**config.mk**
```make
export PLATFORM = sky130hd
export DESIGN_NAME = scan_candidate_table
export DESIGN_NICKNAME = d
export VERILOG_FILES = /design/src/rtl/sct_pkg.sv /design/src/rtl/sct_ram.sv /design/src/rtl/sct_eval.sv /design/src/rtl/scan_candidate_table.sv
export VERILOG_INCLUDE_DIRS = /design/src /design/src/rtl
export SDC_FILE = /design/constraint.sdc
export NUM_CORES = 2
export LEC_CHECK = 0
export BUFFER_PORTS_ARGS = -buffer_cell sky130_fd_sc_hd__buf_2
export CAP_MARGIN = 20
export CORE_UTILIZATION = 56
export DETAILED_ROUTE_END_ITERATION = 10
export GPL_ROUTABILITY_DRIVEN = 0
export PLACE_DENSITY_LB_ADDON = 0.08
export SYNTH_ARGS = -nofsm -noshare
export SYNTH_HDL_FRONTEND = slang
export SYNTH_HIERARCHICAL = 1
export SYNTH_SLANG_ARGS = --single-unit
```
**constraint.sdc**
```tcl
create_clock -name clk -period 14.75 [get_ports clk]
set_input_delay 3.6875 -clock clk [delete_from_list [all_inputs] [get_ports clk]]
set_output_delay 3.6875 -clock clk [all_outputs]
set_load 0.01 [all_outputs]
```
**src/rtl/scan_candidate_table_macros.svh**
```systemverilog
// Assertion macros shared by the scan candidate table RTL.
`ifndef SCAN_CANDIDATE_TABLE_MACROS_SVH
`define SCAN_CANDIDATE_TABLE_MACROS_SVH

`ifndef SYNTHESIS

// Check that a property holds at each rising edge outside reset.
`define SCT_ASSERT(lbl, clk_i, rstn_i, prop) \
	lbl: assert property (@(posedge clk_i) disable iff (!rstn_i) prop) \
		else $error("assertion failed: %m");

// Check that a condition never holds at a rising edge outside reset.
`define SCT_NEVER(lbl, clk_i, rstn_i, expr) \
	lbl: assert property (@(posedge clk_i) disable iff (!rstn_i) !(expr)) \
		else $error("forbidden condition: %m");

`else

`define SCT_ASSERT(lbl, clk_i, rstn_i, prop)
`define SCT_NEVER(lbl, clk_i, rstn_i, expr)

`endif

`endif

```
**src/rtl/sct_pkg.sv**
```systemverilog
// Types, codes and defaults shared by the scan candidate table RTL.
package sct_pkg;

	localparam int SLOTS_DEFAULT = 24;
	localparam int CFG_W = 20;
	localparam logic [CFG_W-1:0] COOLDOWN_RESET = CFG_W'(15000);
	localparam int KEY_W = 50;
	localparam int SLOT_W = 5;

	localparam logic [1:0] ACT_ADVERT = 2'd0;
	localparam logic [1:0] ACT_CLEAR = 2'd1;
	localparam logic [1:0] ACT_COOLDOWN = 2'd2;
	localparam logic [1:0] ACT_READ = 2'd3;

	localparam logic [2:0] STS_UPDATED = 3'd0;
	localparam logic [2:0] STS_INSERTED = 3'd1;
	localparam logic [2:0] STS_EVICTED = 3'd2;
	localparam logic [2:0] STS_DROPPED = 3'd3;
	localparam logic [2:0] STS_OTHER = 3'd4;

	typedef struct packed {
		logic [1:0] action;
		logic [47:0] address;
		logic [1:0] address_kind;
		logic signed [7:0] signal_strength;
		logic appearance_present;
		logic [15:0] appearance_code;
		logic looks_hid;
		logic [31:0] now_ms;
		logic [SLOT_W-1:0] slot_select;
	} req_t;

	typedef struct packed {
		logic [2:0] status;
		logic hit;
		logic [SLOT_W-1:0] slot_index;
		logic [47:0] entry_address;
		logic [1:0] entry_kind;
		logic signed [7:0] entry_rssi;
		logic [15:0] entry_appearance;
		logic entry_hid;
		logic [31:0] entry_cooldown;
	} rsp_t;

	typedef struct packed {
		logic [1:0] kind;
		logic [47:0] addr;
		logic hid;
		logic [15:0] app;
		logic signed [7:0] rssi;
		logic [31:0] cooldown;
	} entry_t;

	localparam int ENTRY_W = $bits(entry_t);

	typedef struct packed {
		logic key_eq;
		logic stale;
		logic clean;
	} eval_t;

endpackage

```
**src/rtl/sct_ram.sv**
```systemverilog
// Generic single-write, single-read RAM with registered read data.
module sct_ram #(
	parameter int WIDTH = sct_pkg::ENTRY_W,
	parameter int DEPTH = sct_pkg::SLOTS_DEFAULT
) (
	input logic clk,
	input logic we,
	input logic [$clog2(DEPTH)-1:0] waddr,
	input logic [WIDTH-1:0] wdata,
	input logic re,
	input logic [$clog2(DEPTH)-1:0] raddr,
	output logic [WIDTH-1:0] rdata
);

	logic [WIDTH-1:0] mem_q [DEPTH];
	logic [WIDTH-1:0] rdata_q;

	always_ff @(posedge clk) begin
		if (we) begin
			mem_q[waddr] <= wdata;
		end
		if (re) begin
			rdata_q <= mem_q[raddr];
		end
	end

	assign rdata = rdata_q;

endmodule

```
**src/rtl/sct_eval.sv**
```systemverilog
// Shared entry compare unit: key match, stale cooldown and eviction candidate.
module sct_eval (
	input sct_pkg::entry_t ent,
	input logic [sct_pkg::KEY_W-1:0] key,
	input logic [31:0] now,
	output sct_pkg::eval_t res
);

	always_comb begin
		res.key_eq = ({ent.kind, ent.addr} == key);
		res.stale = (ent.cooldown < now);
		res.clean = !ent.hid && (ent.cooldown == 32'd0);
	end

endmodule

```
**src/rtl/scan_candidate_table.sv**
```systemverilog
// Scan candidate table top level: sequencer, valid bits and result register.
//
//  channel   direction  handshake                 payload
//  request   in         req_valid / req_stall     req (sct_pkg::req_t)
//  result    out        rsp_valid / rsp_stall     rsp (sct_pkg::rsp_t)
//  config    in         cfg_we                    cfg_wdata (retry cooldown, ms)
//
// Actions 0 to 2 walk every slot in turn through one compare unit, since the entry RAM
// has a single read port. Action 3 reads only the selected slot.
// Reset clears the valid bits at once and loads a 15000 ms cooldown; no clearing pass.
// A new request is taken only when the previous one has reached the result register;
// a stalled result holds the final step until it drains.
`include "scan_candidate_table_macros.svh"

module scan_candidate_table #(
	parameter int TABLE_SLOTS = sct_pkg::SLOTS_DEFAULT
) (
	input logic clk,
	input logic arst_n,
	input logic req_valid,
	output logic req_stall,
	input sct_pkg::req_t req,
	output logic rsp_valid,
	input logic rsp_stall,
	output sct_pkg::rsp_t rsp,
	input logic cfg_we,
	input logic [sct_pkg::CFG_W-1:0] cfg_wdata
);

	localparam int IDX_W = $clog2(TABLE_SLOTS);
	localparam int CNT_W = $clog2(TABLE_SLOTS + 1);
	localparam int XW = IDX_W + sct_pkg::SLOT_W;
	localparam logic [CNT_W-1:0] SLOTS_C = CNT_W'(TABLE_SLOTS);
	localparam logic [XW-1:0] SLOTS_X = XW'(TABLE_SLOTS);

	localparam logic [1:0] ST_IDLE = 2'd0;
	localparam logic [1:0] ST_SCAN = 2'd1;
	localparam logic [1:0] ST_READ = 2'd2;
	localparam logic [1:0] ST_FIN = 2'd3;

	logic [1:0] state_q;
	logic [sct_pkg::CFG_W-1:0] retry_q;
	sct_pkg::req_t req_q;
	logic [31:0] until_q;
	logic [TABLE_SLOTS-1:0] valid_q;
	logic [CNT_W-1:0] cnt_q;
	logic chk_q;
	logic [IDX_W-1:0] idx_q;
	logic m_found_q;
	logic f_found_q;
	logic e_found_q;
	logic [IDX_W-1:0] m_idx_q;
	logic [IDX_W-1:0] f_idx_q;
	logic [IDX_W-1:0] e_idx_q;
	sct_pkg::entry_t m_ent_q;
	logic rsp_valid_q;
	sct_pkg::rsp_t rsp_q;

	logic accept;
	logic out_free;
	logic fin_go;
	logic [sct_pkg::KEY_W-1:0] key;
	logic [32:0] sum;
	logic [31:0] until_d;
	logic [XW-1:0] sel_x;
	logic sel_ok;
	logic [IDX_W-1:0] sel_idx;
	logic is_adv;
	logic is_clr;
	logic is_cd;
	logic scan_chk;
	logic cur_v;
	logic take_m;
	logic take_f;
	logic take_e;
	logic drop_v;
	logic cd_wr;
	sct_pkg::entry_t cd_ent;

	logic ram_re;
	logic [IDX_W-1:0] ram_raddr;
	sct_pkg::entry_t ram_rdata;
	logic ram_we;
	logic [IDX_W-1:0] ram_waddr;
	sct_pkg::entry_t ram_wdata;
	sct_pkg::eval_t ev;

	logic fin_hit;
	logic [2:0] fin_status;
	logic [IDX_W-1:0] fin_idx;
	sct_pkg::entry_t fin_base;
	sct_pkg::entry_t fin_ent;
	sct_pkg::entry_t out_ent;
	logic [XW-1:0] fin_idx_x;
	sct_pkg::rsp_t rsp_d;

	sct_ram #(
		.WIDTH(sct_pkg::ENTRY_W),
		.DEPTH(TABLE_SLOTS)
	) u_ram (
		.clk(clk),
		.we(ram_we),
		.waddr(ram_waddr),
		.wdata(ram_wdata),
		.re(ram_re),
		.raddr(ram_raddr),
		.rdata(ram_rdata)
	);

	sct_eval u_eval (
		.ent(ram_rdata),
		.key(key),
		.now(req_q.now_ms),
		.res(ev)
	);

	assign req_stall = (state_q != ST_IDLE);
	assign accept = req_valid && !req_stall;
	assign out_free = !rsp_valid_q || !rsp_stall;
	assign fin_go = (state_q == ST_FIN) && out_free;
	assign key = {req_q.address_kind, req_q.address};

	assign sum = {1'b0, req.now_ms} + 33'(retry_q);
	assign until_d = sum[32] ? 32'hFFFF_FFFF : sum[31:0];

	assign sel_x = XW'(req_q.slot_select);
	assign sel_ok = (sel_x < SLOTS_X);
	assign sel_idx = sel_x[IDX_W-1:0];

	assign is_adv = (req_q.action == sct_pkg::ACT_ADVERT);
	assign is_clr = (req_q.action == sct_pkg::ACT_CLEAR);
	assign is_cd = (req_q.action == sct_pkg::ACT_COOLDOWN);

	assign scan_chk = (state_q == ST_SCAN) && chk_q;
	assign cur_v = valid_q[idx_q];
	assign take_m = scan_chk && cur_v && ev.key_eq && !m_found_q && (is_adv || is_cd);
	assign take_f = scan_chk && is_adv && !cur_v && !f_found_q;
	assign take_e = scan_chk && is_adv && ev.clean && !e_found_q;
	assign drop_v = scan_chk && is_clr && cur_v && ev.stale;
	assign cd_wr = scan_chk && is_cd && cur_v && ev.key_eq;

	always_comb begin
		cd_ent = ram_rdata;
		cd_ent.cooldown = until_q;
	end

	assign ram_re = ((state_q == ST_SCAN) && (cnt_q < SLOTS_C)) || (state_q == ST_READ);
	assign ram_raddr = (state_q == ST_READ) ? sel_idx : cnt_q[IDX_W-1:0];
	assign ram_we = cd_wr || (fin_go && is_adv && fin_hit);
	assign ram_waddr = cd_wr ? idx_q : fin_idx;
	assign ram_wdata = cd_wr ? cd_ent : fin_ent;

	always_comb begin
		fin_hit = 1'b0;
		fin_status = sct_pkg::STS_OTHER;
		fin_idx = '0;
		fin_base = '0;
		fin_ent = '0;
		out_ent = '0;
		case (req_q.action)
			sct_pkg::ACT_ADVERT: begin
				if (m_found_q) begin
					fin_hit = 1'b1;
					fin_status = sct_pkg::STS_UPDATED;
					fin_idx = m_idx_q;
					fin_base = m_ent_q;
				end else if (f_found_q) begin
					fin_hit = 1'b1;
					fin_status = sct_pkg::STS_INSERTED;
					fin_idx = f_idx_q;
				end else if (req_q.looks_hid && e_found_q) begin
					fin_hit = 1'b1;
					fin_status = sct_pkg::STS_EVICTED;
					fin_idx = e_idx_q;
				end else begin
					fin_status = sct_pkg::STS_DROPPED;
				end
				fin_ent.kind = req_q.address_kind;
				fin_ent.addr = req_q.address;
				fin_ent.rssi = req_q.signal_strength;
				fin_ent.app = req_q.appearance_present ? req_q.appearance_code : fin_base.app;
				fin_ent.hid = fin_base.hid | req_q.looks_hid;
				fin_ent.cooldown = fin_base.cooldown;
				out_ent = fin_hit ? fin_ent : '0;
			end
			sct_pkg::ACT_CLEAR: begin
				fin_hit = 1'b0;
			end
			sct_pkg::ACT_COOLDOWN: begin
				if (m_found_q) begin
					fin_hit = 1'b1;
					fin_idx = m_idx_q;
					out_ent = m_ent_q;
				end
			end
			sct_pkg::ACT_READ: begin
				if (sel_ok && valid_q[sel_idx]) begin
					fin_hit = 1'b1;
					out_ent = ram_rdata;
				end
			end
			default: begin
				fin_hit = 1'b0;
			end
		endcase
	end

	assign fin_idx_x = XW'(fin_idx);

	always_comb begin
		rsp_d.status = fin_status;
		rsp_d.hit = fin_hit;
		rsp_d.slot_index = (req_q.action == sct_pkg::ACT_READ) ? req_q.slot_select
			: fin_idx_x[sct_pkg::SLOT_W-1:0];
		rsp_d.entry_address = out_ent.addr;
		rsp_d.entry_kind = out_ent.kind;
		rsp_d.entry_rssi = out_ent.rssi;
		rsp_d.entry_appearance = out_ent.app;
		rsp_d.entry_hid = out_ent.hid;
		rsp_d.entry_cooldown = out_ent.cooldown;
	end

	always_ff @(posedge clk or negedge arst_n) begin
		if (!arst_n) begin
			state_q <= ST_IDLE;
			retry_q <= sct_pkg::COOLDOWN_RESET;
			valid_q <= '0;
			cnt_q <= '0;
			chk_q <= 1'b0;
			m_found_q <= 1'b0;
			f_found_q <= 1'b0;
			e_found_q <= 1'b0;
			rsp_valid_q <= 1'b0;
		end else begin
			if (cfg_we) begin
				retry_q <= cfg_wdata;
			end
			if (rsp_valid_q && !rsp_stall && !fin_go) begin
				rsp_valid_q <= 1'b0;
			end
			case (state_q)
				ST_IDLE: begin
					if (accept) begin
						state_q <= (req.action == sct_pkg::ACT_READ) ? ST_READ : ST_SCAN;
						cnt_q <= '0;
						chk_q <= 1'b0;
						m_found_q <= 1'b0;
						f_found_q <= 1'b0;
						e_found_q <= 1'b0;
					end
				end
				ST_SCAN: begin
					chk_q <= (cnt_q < SLOTS_C);
					if (cnt_q < SLOTS_C) begin
						cnt_q <= cnt_q + CNT_W'(1);
					end
					if (take_m) begin
						m_found_q <= 1'b1;
					end
					if (take_f) begin
						f_found_q <= 1'b1;
					end
					if (take_e) begin
						e_found_q <= 1'b1;
					end
					if (drop_v) begin
						valid_q[idx_q] <= 1'b0;
					end
					if ((cnt_q == SLOTS_C) && !chk_q) begin
						state_q <= ST_FIN;
					end
				end
				ST_READ: begin
					state_q <= ST_FIN;
				end
				ST_FIN: begin
					if (out_free) begin
						state_q <= ST_IDLE;
						rsp_valid_q <= 1'b1;
						if (is_adv && fin_hit) begin
							valid_q[fin_idx] <= 1'b1;
						end
					end
				end
				default: begin
					state_q <= ST_IDLE;
				end
			endcase
		end
	end

	always_ff @(posedge clk) begin
		if (accept) begin
			req_q <= req;
			until_q <= until_d;
		end
		if (state_q == ST_SCAN) begin
			idx_q <= cnt_q[IDX_W-1:0];
		end
		if (take_m) begin
			m_idx_q <= idx_q;
			m_ent_q <= is_cd ? cd_ent : ram_rdata;
		end
		if (take_f) begin
			f_idx_q <= idx_q;
		end
		if (take_e) begin
			e_idx_q <= idx_q;
		end
		if (fin_go) begin
			rsp_q <= rsp_d;
		end
	end

	assign rsp_valid = rsp_valid_q;
	assign rsp = rsp_q;

	`SCT_ASSERT(a_accept_leaves_idle, clk, arst_n, req_valid && !req_stall |=> state_q != ST_IDLE)
	`SCT_ASSERT(a_rsp_from_fin, clk, arst_n, $rose(rsp_valid) |-> $past(state_q) == ST_FIN)
	`SCT_ASSERT(a_ram_write_phase, clk, arst_n, ram_we |-> state_q == ST_SCAN || state_q == ST_FIN)
	`SCT_ASSERT(a_cnt_bound, clk, arst_n, cnt_q <= SLOTS_C)
	`SCT_NEVER(a_read_state_action, clk, arst_n, (state_q == ST_READ) && (req_q.action != sct_pkg::ACT_READ))

endmodule

```
Word-level counts from Yosys, hierarchy flattened
Memory sizes are Yosys's and may differ from the RTL's. A register that Yosys moved wholly into a read port is not among the register bits.
Cells that the tools add are included.
{"block": "word_totals", "ff_bits": 446, "latch_bits": 0, "mem_bits_rw": 2568, "rom_bits": 0, "inputBits": 140, "output_inout_bits": 118, "word_cells": 192, "mem_count": 1}
{"block": "op_classes", "add_sub_neg": 2, "multipliers": 0, "n_div": 0, "magnitude_cmp": 8, "n_eq_ne": 18, "n_shift": 0, "muxes": 59, "bitwise_logic": 5, "reduce_logical": 59}
{"name": "u_ram.mem_q", "depth": 24, "word_bits": 107, "read_ports": 1, "rd_clocked_by_memory_dff": 1, "wr": 1, "line": "sct_ram.sv:15", "rtl": "logic [WIDTH-1:0] mem_q [DEPTH];"}
{"operator": "$mux 107", "n": 5}
{"operator": "$pmux 107 s3", "n": 1}
{"operator": "$mux 24", "n": 3}
{"operator": "$mux 57", "n": 1}
{"operator": "$eq 50x50->1", "n": 1}
{"operator": "$pmux 24 s2", "n": 1}
{"operator": "$mux 5", "n": 9}
{"operator": "$add 32x20->33", "n": 1}
{"operator": "$logic_not 32->1", "n": 1}
{"operator": "$lt 32x32->1", "n": 1}
{"operator": "$mux 32", "n": 1}
{"operator": "$logic_and 1x1->1", "n": 30}
{"operator": "$and 24x24->24", "n": 1}
{"operator": "$not 24->24", "n": 1}
{"operator": "$or 24x24->24", "n": 1}
{"operator": "$mux 1", "n": 20}
{"operator": "$pmux 5 s2", "n": 2}
{"operator": "$lt 5x6->1 const B", "n": 3}
{"operator": "$mux 16", "n": 1}
{"operator": "$ne 2x2->1 const B", "n": 8}
{"operator": "$reduce_and 3->1", "n": 5}
{"operator": "$bmux 1 s5", "n": 2}
{"operator": "$demux 1 s5", "n": 2}
{"operator": "$eq 2x2->1 const B", "n": 5}
{"operator": "20 further kinds", "n": 45}

Logic depth before layout (Yosys ltp)
{"block": "depth", "ltp_word": 13, "ltp_mapped": 14, "ltp_nobuf": 13}

Hierarchy
The synthesis kept the hierarchy.
{"mod": "sct_ram", "n_inst": 1, "cells_per_inst": 4600, "area_each_um2": 101155.8, "seq_area_each_um2": 80327.0}
{"mod": "scan_candidate_table", "n_inst": 1, "cells_per_inst": 1418, "area_each_um2": 20028.0, "seq_area_each_um2": 13121.3}
{"mod": "sct_eval", "n_inst": 1, "cells_per_inst": 187, "area_each_um2": 1390.1, "seq_area_each_um2": 0.0}

Least setup slack after synthesis
No wires, ideal clock.
{"block": "synth_path", "kind": "in2reg", "start": "in rsp_stall", "end": "mem u_ram/mem_q[20][0] in the netlist's numbering, enable pin", "t_arrival_ps": 18123, "t_required_ps": 14176, "setup_slack_ps": -3948, "cell_stages": 5, "path_buffers": 1, "path_cell_list": "a21boi_0 -> a31o_2 -> or3b_2 -> clkbuf_1 -> nor2_1"}
{"block": "synth_via", "elab_chain_cells": 8}
{"item": "from (decl)", "line": "scan_candidate_table.sv:24", "rtl": "input logic rsp_stall,"}
{"item": "$logic_not 1->1", "line": "scan_candidate_table.sv:119", "rtl": "assign out_free = !rsp_valid_q || !rsp_stall;"}
{"item": "$logic_or 1x1->1", "line": "scan_candidate_table.sv:119"}
{"item": "$logic_and 1x1->1", "line": "scan_candidate_table.sv:120", "rtl": "assign fin_go = (state_q == ST_FIN) && out_free;"}
{"item": "$logic_and 1x1->1 (2 in series)", "line": "scan_candidate_table.sv:149", "rtl": "assign ram_we = cd_wr || (fin_go && is_adv && fin_hit);"}
{"item": "$logic_or 1x1->1", "line": "scan_candidate_table.sv:149"}
{"item": "via ram_we", "line": "scan_candidate_table.sv:83", "rtl": "logic ram_we;"}
{"item": "$mux 1", "line": "sct_ram.sv:19", "rtl": "if (we) begin"}
{"item": "$mux 1 (not written as such)", "line": "sct_ram.sv:20", "rtl": "mem_q[waddr] <= wdata;"}
{"item": "to (decl)", "line": "sct_ram.sv:15"}
The timed path passes the listed nets, and every way through them passes these cells.

==> results.tsv <==
metric	value	unit
tns	0	ns
portBuffers	257	
die_w	470	µm
wl_per_cell	33.6	µm
cpPeakStageDelay	0.98	ns
drive_gt1_share	21.1	%
ios	258	
wl_met1	132000	µm
reg2reg_depth	12	
ys_ff_latch	3121	
vias_per_cell	6.67	
syn-num-nets	6404	
design.core.area	217000	µm²
wl	325000	µm
timing.hold.ws	0.496	ns
seqPwrFrac	42.1	%
path_class	register to register	
clock_path_buffers	4	
p_int	17.8	mW
r2r-start	u_ram/rdata[101]	
regToRegEndpoint	u_ram/mem_q[6][15]	
vias	64587	
dr.first_iter.drc_count	7549	
initial_core_util	56.4	%
syn_inst	6205	
relSlewSlack	22.0	%
rsz0062_at_grt	no	
worst_pin_slew	1.17	ns
switching_share	31.2	%
synthToLayoutAreaGrowth	12.1	%
synth_top_area_share	75.1	%
grt_max_degree	129	
r2r_setup_slack	7.84	ns
synth-edff-count	3065	
clk_pin_slew	0.06	ns
final_hold_viol_count	0	
crit_path_cell_trace	xor2_1 -> nor4_1 -> nand4_1 -> nor4_2 -> buf_4 -> nand3_1 -> a21oi_4 -> buf_4 -> mux2_2 -> nand3b_1 -> nor2_4 -> buf_4	
cp-start-kind	register	
hold_class	register to register	
status	finished, final reports clean	
grt_pass1_vias	63263	
clockPowerShare	30.5	%
drc	0	
hold_end	m_ent_q[53]	
rows	171	
endpoint_kind	register	
antenna_found_initial	15	
dp_hpwl	181000	µm
peakVddDrop	188	µV
final_antenna_net_count	0	
grt_pass1_wl	464000	µm
powerDensity	188	nW/µm²
period_needed	6.91	ns
async_reset_ff_share	1.79	%
drtPass1Iterations	6	
fin_nets	6781	
holdPathStages	0	
synthFlopType	edfxtp_1	
finalCritPeriodShare	46.8	%
synth_area_per_cell	19.8	µm²
postCtsHoldBufs	0	
p_comb_share	27.4	%
routed-wl-met3	28500	µm
root_buffer	clkbuf_16	
required	15.28	ns
ys_warn_count	6	
switchingPower	8.05	mW
finClkSkew	0.0683	ns
n_fill_cell	14898	
hp-start	u_ram/rdata[53]	
wl_met2	155000	µm
highest_layer	met5	
ys_seq_area_share	76.2	%
finalSetupViolations	0	
worst-endpoint-arrival	7.44	ns
cts_resized	0	
clock_latency	0.95	ns
cts_inserted_buffers	330	
max_cap_violations	0	
grt_usage	29.5	%
gr-total-overflow	0	
clock.fmax	0.145	GHz
p_leak	44.7	nW
die_h	470	µm
worstPathMaxFanout	55	
cts_setup_buffers	0	
cpMaxStageDelayCell	buf_4	
synth.cell_area	123000	µm²
clock-sinks	3121	
synthTopCellsByArea	edfxtp_1 (75%), mux4_2 (7.6%), mux2i_1 (4.7%)	
cts_tree	done	
slew_viol_final	0	
cts.htree.levels	5	
dieArea	221000	µm²
synth_top_area_cell	edfxtp_1	
cpMostUsedCell	buf_4	
yosys.cell_types.count	71	
## final cells by class
class | count | area (µm²) | area share, %
Tap cell | 2854 | 3570 | 2.60
Clock inverter | 169 | 1430 | 1.04
Inverter | 51 | 199 | 0.145
Sequential cell | 3121 | 93400 | 68.0
Multi-Input combinational cell | 2654 | 27400 | 19.9
Antenna cell | 6 | 15.0 | 0.0109
Timing Repair Buffer | 424 | 2690 | 1.96
Clock buffer | 400 | 8670 | 6.31
## registers in the layout (all words and copies together), names as in the netlist, 20 cells and up
signal       flops
req_q           60
u_ram/rdata    107
u_ram/mem_q   2568
valid_q         24
rsp            116
key             50
until_q         32
retry_q         20
m_ent_q        107
## synth_stat cells, types with 16 or more instances
cell	number
a21o_1	16
a21oi_1	78
a221o_1	75
a221oi_1	84
a22o_1	90
a22oi_1	150
a32o_1	32
and3_1	66
buf_2	109
buf_4	38
buf_6	29
clkbuf_1	190
dfrtp_1	49
edfxtp_1	3065
ha_1	58
inv_1	51
mux2_2	95
mux2i_1	571
mux4_2	411
nand2_1	172
nand3_1	79
nor2_1	84
nor4_1	23
o211ai_1	115
o21ai_0	139
o311ai_0	52
o311ai_1	28
o31ai_1	32
xor2_1	54
## routing by layer
| layer | vias to the layer above | global-route usage [%] |
|---|---|---|
| met4 | 6 | 8.11 |
| li1 | 26618 | - |
| met1 | 34235 | 42.3 |
| met5 | - | 0 |
| met2 | 3206 | 46.7 |
| met3 | 522 | 5.50 |
## cell families after synthesis
family	synth area share, %
buffers and inverters	1.74
multiplexers	13.1
XOR/XNOR	0.443
flip-flops	76.2
AO/OA/AOI/OAI	5.82
adder cells (fa/ha/maj)	0.608
AND/OR/NAND/NOR	2.06
## critical path: cells and delay by family, from the launching register on
| kind | cells | cell delay [ns] |
|---|---|---|
| buffers and inverters | 3 | 1.89 |
| AND/OR/NAND/NOR | 6 | 3.25 |
| flip-flops | 1 | 0.45 |
| AO/OA/AOI/OAI | 1 | 0.14 |
| multiplexers | 1 | 0.46 |
| XOR/XNOR | 1 | 0.18 |
## power by group through the flow
stage | registers, mW | clock network [mW] | logic (mW)
after floorplan | 10.9 | 0 | 4.81
after global placement | 11.0 | 0 | 7.03
after detailed placement | 11.0 | 0 | 7.06
after CTS | 10.9 | 8.00 | 7.10
after global routing | 10.9 | 8.30 | 7.46
final | 10.9 | 7.89 | 7.09
## cell usage in the layout, fill, tap and decap left out, types with 8 or more instances in the layout
cell type | synthesis | final
edfxtp_1 | 3065 | 3065
mux2i_1 | 571 | 571
mux4_2 | 411 | 411
clkbuf_16 | 0 | 337
buf_2 | 109 | 257
nand2_1 | 172 | 172
buf_4 | 38 | 151
a22oi_1 | 150 | 150
o21ai_0 | 139 | 121
o211ai_1 | 115 | 115
mux2_2 | 95 | 92
a22o_1 | 90 | 90
a221oi_1 | 84 | 84
nand3_1 | 79 | 79
a221o_1 | 75 | 75
a21oi_1 | 78 | 74
clkinv_1 | 0 | 70
and3_1 | 66 | 66
clkbuf_1 | 190 | 63
ha_1 | 58 | 58
nor2_1 | 84 | 57
clkinv_2 | 0 | 57
xor2_1 | 54 | 54
o311ai_0 | 52 | 52
inv_1 | 51 | 50
dfrtp_1 | 49 | 49
a32o_1 | 32 | 32
o31ai_1 | 32 | 32
o311ai_1 | 28 | 28
nor2_4 | 0 | 27
bufinv_16 | 0 | 24
nor4_1 | 23 | 21
a21o_1 | 16 | 16
nor3_1 | 14 | 14
o21ai_1 | 0 | 12
nand4_1 | 12 | 12
clkinvlp_4 | 0 | 12
buf_12 | 0 | 11
nor2b_1 | 14 | 8
xnor2_1 | 8 | 8
## worst max path at each step
stage,slack (ns),endpoint,cells after the start,startpoint
2_1_floorplan,1.51,m_ent_q[0],9,idx_q[0]
3_3_place_gp,6.92,u_ram/mem_q[17][80],8,rsp_stall
3_5_place_dp,6.83,u_ram/mem_q[17][76],8,rsp_stall
4_1_cts,6.83,u_ram/mem_q[17][76],12,u_ram/rdata[101]
5_1_grt,7.68,u_ram/mem_q[6][14],12,u_ram/rdata[77]
6_report,7.84,u_ram/mem_q[6][15],12,u_ram/rdata[101]
## metrics by stage
stage	cells	setup slack, ns	util (%)	power [mW]	area (µm²)
floorplan	6205	1.51	-	15.8	123000
detailed placement	9099	6.83	58.5	18.1	127000
finish	9679	7.84	63.2	25.8	137000
global placement	9096	6.92	58.5	18.1	127000
global route	9676	7.68	63.2	26.7	137000
CTS	9668	6.83	63.2	26.0	137000
Note: power is estimated with default switching activity, not from simulation.
